$ cat src/hdl/bmhq_pkg.sv
// bmhq_pkg: shared constants and types for the binary max-heap queue.
// No dependencies.
package bmhq_pkg;
  localparam int unsigned Capacity = 64;
  localparam int unsigned AddrW    = $clog2(Capacity);
  localparam int unsigned CountW   = $clog2(Capacity + 1);

  localparam logic [1:0] ActInsert = 2'd0;
  localparam logic [1:0] ActRemove = 2'd1;
  localparam logic [1:0] ActSetTop = 2'd2;

  localparam logic [1:0] StDone  = 2'd0;
  localparam logic [1:0] StEmpty = 2'd1;
  localparam logic [1:0] StFull  = 2'd2;

  typedef struct packed {
    logic signed [15:0] prio;
    logic [15:0]        tag;
  } entry_t;

  // memory port request from the controller
  typedef struct packed {
    logic        we;
    logic [AddrW-1:0] waddr;
    entry_t      wdata;
    logic [AddrW-1:0] raddr_a;
    logic [AddrW-1:0] raddr_b;
  } mem_req_t;
endpackage

$ cat src/hdl/bmhq_ram.sv
// bmhq_ram: heap store, one write port and two registered read ports.
// Depends on bmhq_pkg.
module bmhq_ram (
  input  logic               clk_i,
  input  bmhq_pkg::mem_req_t req_i,
  output bmhq_pkg::entry_t   rdata_a_o,
  output bmhq_pkg::entry_t   rdata_b_o
);
  bmhq_pkg::entry_t mem [bmhq_pkg::Capacity];

  always_ff @(posedge clk_i) begin
    if (req_i.we) mem[req_i.waddr] <= req_i.wdata;
    rdata_a_o <= mem[req_i.raddr_a];
    rdata_b_o <= mem[req_i.raddr_b];
  end
endmodule

$ cat src/hdl/bmhq_ctrl.sv
// bmhq_ctrl: sequencer for insert, remove-max and set-top with sifts.
// Depends on bmhq_pkg; drives bmhq_ram.
module bmhq_ctrl (
  input  logic                 clk_i,
  input  logic                 rst_ni,
  input  logic                 start_i,
  input  logic [1:0]           action_i,
  input  logic signed [15:0]   item_priority_i,
  input  logic [15:0]          item_tag_i,
  output logic                 busy_o,
  output logic                 done_o,
  output logic [1:0]           status_o,
  output logic [bmhq_pkg::CountW-1:0] count_o,
  output bmhq_pkg::entry_t     top_o,
  output bmhq_pkg::mem_req_t   mem_o,
  input  bmhq_pkg::entry_t     rdata_a_i,
  input  bmhq_pkg::entry_t     rdata_b_i
);
  localparam int unsigned AW = bmhq_pkg::AddrW;
  localparam int unsigned CW = bmhq_pkg::CountW;

  typedef enum logic [2:0] {
    S_IDLE, S_UP_RD, S_UP_CMP, S_DN_RD, S_DN_CMP, S_REPORT
  } state_e;

  state_e state_q;
  logic [CW-1:0] fill_q;
  logic [AW-1:0] idx_q;
  bmhq_pkg::entry_t cur_q;   // entry being sifted, held in a register
  bmhq_pkg::entry_t top_q;   // shadow of the root
  logic [1:0] status_q;
  logic done_q;
  logic load_last_q;         // remove-max: take the last entry from the RAM

  logic [AW+1:0] lidx, ridx;
  logic [AW-1:0] pidx;
  logic l_ok, r_ok, go_l, go_r;

  always_comb begin
    lidx = {1'b0, idx_q, 1'b1};
    ridx = {1'b0, idx_q, 1'b0} + (AW+2)'(2);
    pidx = (idx_q - AW'(1)) >> 1;
    l_ok = (lidx < (AW+2)'(fill_q));
    r_ok = (ridx < (AW+2)'(fill_q));
    go_l = l_ok && (rdata_a_i.prio > cur_q.prio);
    go_r = r_ok && (rdata_b_i.prio > (go_l ? rdata_a_i.prio : cur_q.prio));
  end

  always_comb begin
    mem_o = '0;
    mem_o.raddr_a = lidx[AW-1:0];
    mem_o.raddr_b = ridx[AW-1:0];
    unique case (state_q)
      S_UP_RD: begin
        mem_o.raddr_a = pidx;
        // climbed to the root: place the new entry there
        if (idx_q == '0) begin
          mem_o.we    = 1'b1;
          mem_o.waddr = idx_q;
          mem_o.wdata = cur_q;
        end
      end
      S_UP_CMP: begin
        mem_o.we    = 1'b1;
        mem_o.waddr = idx_q;
        mem_o.wdata = (rdata_a_i.prio < cur_q.prio) ? rdata_a_i : cur_q;
      end
      S_DN_CMP: begin
        mem_o.we    = 1'b1;
        mem_o.waddr = idx_q;
        mem_o.wdata = go_r ? rdata_b_i : (go_l ? rdata_a_i : cur_q);
      end
      default: ;
    endcase
    // remove-max reads the last entry in the idle cycle
    if (state_q == S_IDLE) mem_o.raddr_a = AW'(fill_q - CW'(1));
  end

  always_ff @(posedge clk_i or negedge rst_ni) begin
    if (!rst_ni) begin
      state_q     <= S_IDLE;
      fill_q      <= '0;
      status_q    <= bmhq_pkg::StDone;
      done_q      <= 1'b0;
      idx_q       <= '0;
      cur_q       <= '0;
      top_q       <= '0;
      load_last_q <= 1'b0;
    end else begin
      done_q <= (state_q == S_REPORT);
      unique case (state_q)
        S_IDLE: if (start_i) begin
          if (action_i == bmhq_pkg::ActInsert) begin
            if (fill_q == CW'(bmhq_pkg::Capacity)) begin
              status_q <= bmhq_pkg::StFull;
              state_q  <= S_REPORT;
            end else begin
              status_q <= bmhq_pkg::StDone;
              cur_q    <= '{prio: item_priority_i, tag: item_tag_i};
              idx_q    <= AW'(fill_q);
              fill_q   <= fill_q + CW'(1);
              state_q  <= S_UP_RD;
            end
          end else if (action_i == bmhq_pkg::ActRemove ||
                       action_i == bmhq_pkg::ActSetTop) begin
            if (fill_q == '0) begin
              status_q <= bmhq_pkg::StEmpty;
              state_q  <= S_REPORT;
            end else begin
              status_q <= bmhq_pkg::StDone;
              idx_q    <= '0;
              if (action_i == bmhq_pkg::ActRemove) begin
                fill_q <= fill_q - CW'(1);
                cur_q  <= '0; // taken from RAM next cycle
              end else begin
                cur_q <= '{prio: item_priority_i, tag: top_q.tag};
              end
              load_last_q <= (action_i == bmhq_pkg::ActRemove);
              state_q     <= S_DN_RD;
            end
          end else begin
            status_q <= bmhq_pkg::StDone;
            state_q  <= S_REPORT;
          end
        end
        S_UP_RD: begin
          if (idx_q == '0) begin
            top_q   <= cur_q;
            state_q <= S_REPORT;
          end else state_q <= S_UP_CMP;
        end
        S_UP_CMP: begin
          if (rdata_a_i.prio < cur_q.prio) begin
            idx_q   <= pidx;
            state_q <= S_UP_RD;
          end else state_q <= S_REPORT;
        end
        S_DN_RD: begin
          if (load_last_q) begin
            cur_q       <= rdata_a_i;  // last entry read in idle cycle
            load_last_q <= 1'b0;
          end
          state_q <= S_DN_CMP;
        end
        S_DN_CMP: begin
          if (idx_q == '0)
            top_q <= go_r ? rdata_b_i : (go_l ? rdata_a_i : cur_q);
          if (go_l || go_r) begin
            idx_q   <= go_r ? ridx[AW-1:0] : lidx[AW-1:0];
            state_q <= S_DN_RD;
          end else state_q <= S_REPORT;
        end
        S_REPORT: begin
          state_q <= S_IDLE;
        end
        default: state_q <= S_IDLE;
      endcase
    end
  end

  assign busy_o   = (state_q != S_IDLE);
  assign done_o   = done_q;
  assign status_o = status_q;
  assign count_o  = fill_q;
  assign top_o    = top_q;
endmodule

$ cat src/hdl/binary_max_heap_queue_top.sv
// Channel  | ports                                   | handshake
// request  | action_i item_priority_i item_tag_i     | start_i high, busy_o low
// result   | status_o is_empty_o top_* entry_count_o | done_o, one cycle, no stall
// Per request: an insert reads and compares once per level climbed, stopping at the root
// or below a parent that is not lower; remove/set reads and compares once per level sunk;
// refused or unknown requests go straight to report. Worst case: a set-top on a full heap
// sinking six levels, each waiting on a RAM read. done_o rises in idle, busy_o low.
// Reset empties the heap; the store itself is not cleared. Results cannot be held off.
// Top level of the binary max-heap queue; depends on bmhq_pkg, bmhq_ram, bmhq_ctrl.
module binary_max_heap_queue_top (
  input  logic               clk_i,
  input  logic               rst_ni,
  input  logic               start_i,
  input  logic [1:0]         action_i,
  input  logic signed [15:0] item_priority_i,
  input  logic [15:0]        item_tag_i,
  output logic               busy_o,
  output logic               done_o,
  output logic [1:0]         status_o,
  output logic               is_empty_o,
  output logic signed [15:0] top_priority_o,
  output logic [15:0]        top_tag_o,
  output logic [6:0]         entry_count_o
);
  bmhq_pkg::mem_req_t mem_req;
  bmhq_pkg::entry_t   rd_a, rd_b, top;
  logic [bmhq_pkg::CountW-1:0] cnt;

  bmhq_ram u_ram (.clk_i, .req_i(mem_req), .rdata_a_o(rd_a), .rdata_b_o(rd_b));

  bmhq_ctrl u_ctrl (
    .clk_i, .rst_ni, .start_i, .action_i, .item_priority_i, .item_tag_i,
    .busy_o, .done_o, .status_o, .count_o(cnt), .top_o(top),
    .mem_o(mem_req), .rdata_a_i(rd_a), .rdata_b_i(rd_b)
  );

  assign is_empty_o     = (cnt == '0);
  assign top_priority_o = is_empty_o ? 16'sd0 : top.prio;
  assign top_tag_o      = is_empty_o ? 16'd0 : top.tag;
  assign entry_count_o  = 7'(cnt);

  a_cap: assert property (@(posedge clk_i) disable iff (!rst_ni)
    cnt <= bmhq_pkg::CountW'(bmhq_pkg::Capacity)) else $error("count over capacity");
  a_done_busy: assert property (@(posedge clk_i) disable iff (!rst_ni)
    done_o |-> $past(busy_o)) else $error("result without request");
  a_full: assert property (@(posedge clk_i) disable iff (!rst_ni)
    (done_o && status_o == bmhq_pkg::StFull) |-> $stable(cnt)) else $error("full changed");
endmodule

$ cat config.mk
export PLATFORM = sky130hd
export DESIGN_NAME = binary_max_heap_queue_top
export DESIGN_NICKNAME = d
export VERILOG_FILES = /design/src/hdl/bmhq_pkg.sv /design/src/hdl/bmhq_ram.sv /design/src/hdl/bmhq_ctrl.sv /design/src/hdl/binary_max_heap_queue_top.sv
export SDC_FILE = /design/constraint.sdc
export NUM_CORES = 2
export LEC_CHECK = 0
export BUFFER_PORTS_ARGS = -buffer_cell sky130_fd_sc_hd__buf_4
export CAP_MARGIN = 20
export CORE_MARGIN = 5
export CORE_UTILIZATION = 51
export DETAILED_ROUTE_END_ITERATION = 12
export PLACE_DENSITY_LB_ADDON = 0.15
export SYNTH_ARGS = -nofsm -noshare
export SYNTH_HDL_FRONTEND = slang
export SYNTH_SLANG_ARGS = --single-unit
$ cat constraint.sdc
create_clock -name clk_i -period 9.8 [get_ports clk_i]
set_input_delay 0.49 -clock clk_i [delete_from_list [all_inputs] [get_ports clk_i]]
set_output_delay 0.49 -clock clk_i [all_outputs]
set_load 0.05 [all_outputs]
==> run_results.csv <==
group,metric,value,unit
run_status,status,"complete, no violations",
synthesis,async_flop_share,0.03825,
synthesis,synth_ff_type,"edfxtp_1",
sta,finClkSkew,60.22,ps
clock_tree,insertion_delay,880,ps
floorplan,rows,160,
floorplan,start_util,0.5109,
min_path,hold_depth,4,
detailed_routing,postRouteWirelength,365.5,mm
sta,worst_pin_slew,1263,ps
clock_tree,tritoncts,"built",
detailed_routing,vias,70460,
critical_path,crit-reg2reg-launch,"u_ctrl.cur_q[31]",
critical_path,worst-r2r-setup-slack,2010,ps
synthesis,ys_seq_area_frac,0.6698,
synthesis,synth_nets,7559,
synthesis,yosys_register_bits,2196,
synthesis,netlist_instances,7471,
detailed_routing,via_per_inst,6.928,
critical_path,endpoint_kind,"flip-flop",
floorplan,dieArea,198700,µm²
sta,final.setup.tns,0,ps
global_route,grt_pass1_vias,65970,
synthesis,synthTopCellsByCount,"edfxtp_1 (2,048), nand2_1 (2,033), nand3_1 (815)",
clock_tree,clock_path_buffers,3,
min_path,hold_class,"input pin to flip-flop",
final_layout,multiInputGateArea,29970,µm²
floorplan,fp.coreArea,189600,µm²
sta,slew_violations,0,
critical_path,required,10330,ps
place,gp_congestion,0.9685,
final_layout,drive_gt1_frac,0.1370,
final_layout,final_nets,7538,
floorplan,die_x,445.8,µm
sta,slew-limit-headroom,0.1583,
synthesis,netlist_area,96860,µm²
critical_path,crit_path_max_fanout,64,
floorplan,pin_count,81,
synthesis,syn_avg_cell_area,12.97,µm²
synthesis,ys_types,72,
critical_path,worstSetupPathType,"flip-flop to flip-flop",
synthesis,synthTopCellsByArea,"edfxtp_1 (63%), nand2_1 (7.9%), mux4_2 (6.0%), nand3_1 (4.2%), dfrtp_1 (2.2%)",
clock_tree,postCtsSetupRepairBufs,0,
place,dpl_worst_slack,2142,ps
floorplan,fp.dieH,445.8,µm
critical_path,critical_path_arrival,8320,ps
final_layout,utilization,0.5721,
critical_path,crit_path_start,"u_ctrl.cur_q[31]",
synthesis,synth-edff-count,2048,
clock_tree,numCtsBuffers,224,
sta,hold_violations,0,
critical_path,setup.worst_path.start_class,"flip-flop",
global_route,grt_pass1_wl,503.5,mm
final_layout,regArea,64890,µm²
critical_path,reg2reg_to,"u_ram.mem[63][28]",
synthesis,synth.largest_area_cell,"edfxtp_1",
clock_tree,h-tree-depth,4,
sta,fin_ws,2014,ps
sta,rsz0062_at_grt,"no",
synthesis,yosysWarnings,0,
clock_tree,cts_root_buf,"clkbuf_16",
global_route,antenna_found_initial,10,
clock_tree,clkTransAtPathRegs,70,ps
sta,setup_viol,0,
sta,period_share,0.7945,
global_route,overflow,0,
global_route,grt_max_degree,149,
critical_path,worstRegToRegCells,18,
final_layout,nFillCells,15160,
synthesis,post-synth-top-count-cell,"edfxtp_1",
detailed_routing,route.detailed.drc,0,
sta,fin_crit,7786,ps
synthesis,yosysTopAreaCellShare,0.6349,
final_layout,area_delta_synth_final,11.98,%
min_path,hp-start,"start_i",
detailed_routing,ant_nets,0,
detailed_routing,wl_per_cell,35.93,µm
global_route,grt_use_total,0.3599,
place,port_buffers,80,
detailed_routing,first_pass_iters,6,
clock_tree,clock_sinks,2196,
detailed_routing,first_iter_violations,11540,
sta,fmax,128.4,MHz
min_path,holdPathEnd,"u_ctrl.state_q[1]",
place,place.detailed.hpwl,193.2,mm
run,maxCapViolCount,0,
[layout by cell type (no fill, tap or decap), types with 20 or more instances in the layout]
cell / Yosys / layout
edfxtp_1: 2048 / 2048
nand2_1: 2033 / 2031
nand3_1: 815 / 815
buf_4: 21 / 288
mux4_2: 256 / 256
clkbuf_16: 0 / 227
mux2i_1: 200 / 200
a32oi_1: 194 / 194
o21ai_0: 172 / 171
a311oi_1: 130 / 130
dfrtp_1: 84 / 83
a211oi_1: 80 / 80
nand4_1: 72 / 72
a31oi_1: 67 / 67
inv_1: 67 / 65
nor2_4: 0 / 65
dfxtp_1: 64 / 64
a21oi_1: 60 / 56
clkbuf_1: 286 / 55
nor2_1: 118 / 53
ha_1: 51 / 50
clkinv_1: 0 / 45
clkinv_2: 0 / 43
a2111oi_0: 49 / 38
o22ai_1: 37 / 37
o211ai_1: 35 / 35
and2_1: 35 / 34
mux2_2: 34 / 34
o221ai_1: 31 / 31
buf_12: 0 / 23
bufinv_16: 0 / 22
a2111oi_1: 14 / 20
[routing by layer]
layer	track usage	part of all wire	vias up
li1	-	-	28310
met1	0.4874	0.36	35530
met5	0	0	-
met4	0.1831	0.060	0
met2	0.5236	0.43	5567
met3	0.1179	0.15	1058
[logic make-up after synthesis]
logic type	after synthesis	synth area share
adder cells (fa/ha/maj)	51	0.006588
buffers and inverters	635	0.02825
AND/OR/NAND/NOR	3152	0.1379
multiplexers	493	0.08461
flip-flops	2196	0.6698
XOR/XNOR	15	0.001356
AO/OA/AOI/OAI	929	0.07146
[worst max-delay path, cell delays in order, from the launching register on]
cell and delay (ps):
dfrtp_1 410, inv_1 80, ha_1 410, nand4_1 220, nor4_1 490, a21boi_0 550, or4_1 220, a21o_2 710
a21oi_1 190, ha_1 410, nand4_1 200, nor4_2 430, a21bo_1 270, a31oi_1 610, or3_2 780, buf_4 420
o21ai_0 120, o211ai_1 220, buf_4 610
[worst max path at each step]
stage,endpoint,depth (start not counted),slack (ps)
2_1_floorplan,u_ram.mem[0][31],25,1170
5_1_grt,u_ram.mem[15][28],18,1680
4_1_cts,u_ram.mem[43][28],18,2090
6_report,u_ram.mem[63][28],18,2010
3_5_place_dp,u_ram.mem[44][28],18,2140
3_3_place_gp,u_ram.mem[40][28],18,2300
[sequential cells by signal, summed over array words and instances (netlist names), 2 cells and up]
signal           cells
u_ram.rdata_a_o     32
u_ctrl.status_o      2
u_ram.rdata_b_o     32
u_ram.mem         2048
u_ctrl.state_q       3
u_ctrl.idx_q         6
u_ctrl.count_o       7
u_ctrl.top_o        32
u_ctrl.cur_q        32
[area by class of cell]
cell class | instances | share of cell area
Sequential cell | 2196 | 0.5982
Multi-Input combinational cell | 4640 | 0.2763
Clock buffer | 294 | 0.05580
Tap cell | 2511 | 0.02896
Timing Repair Buffer | 321 | 0.02552
Clock inverter | 133 | 0.01268
Inverter | 67 | 0.002376
Antenna cell | 9 | 0.0002076
[repair_timing]
item | in CTS | in global routing
hold buffers | 1 | 0
gates resized for setup | 0 | 0
endpoints found under the hold margin | 30 | 0
endpoints found under the setup margin | 0 | 0
[metrics by stage]
step	hold WS (ps)	area (µm²)	cells
6_report	115.7	108500	10170
3_3_place_gp	504.7	100900	9725
4_1_cts	67.20	108400	10160
2_1_floorplan	194.4	96860	7471
3_5_place_dp	500.1	101000	9731
5_1_grt	142.8	108400	10160
Power is not shown: default switching activity piles up to over one toggle a cycle in this logic, so the estimate is an artifact.
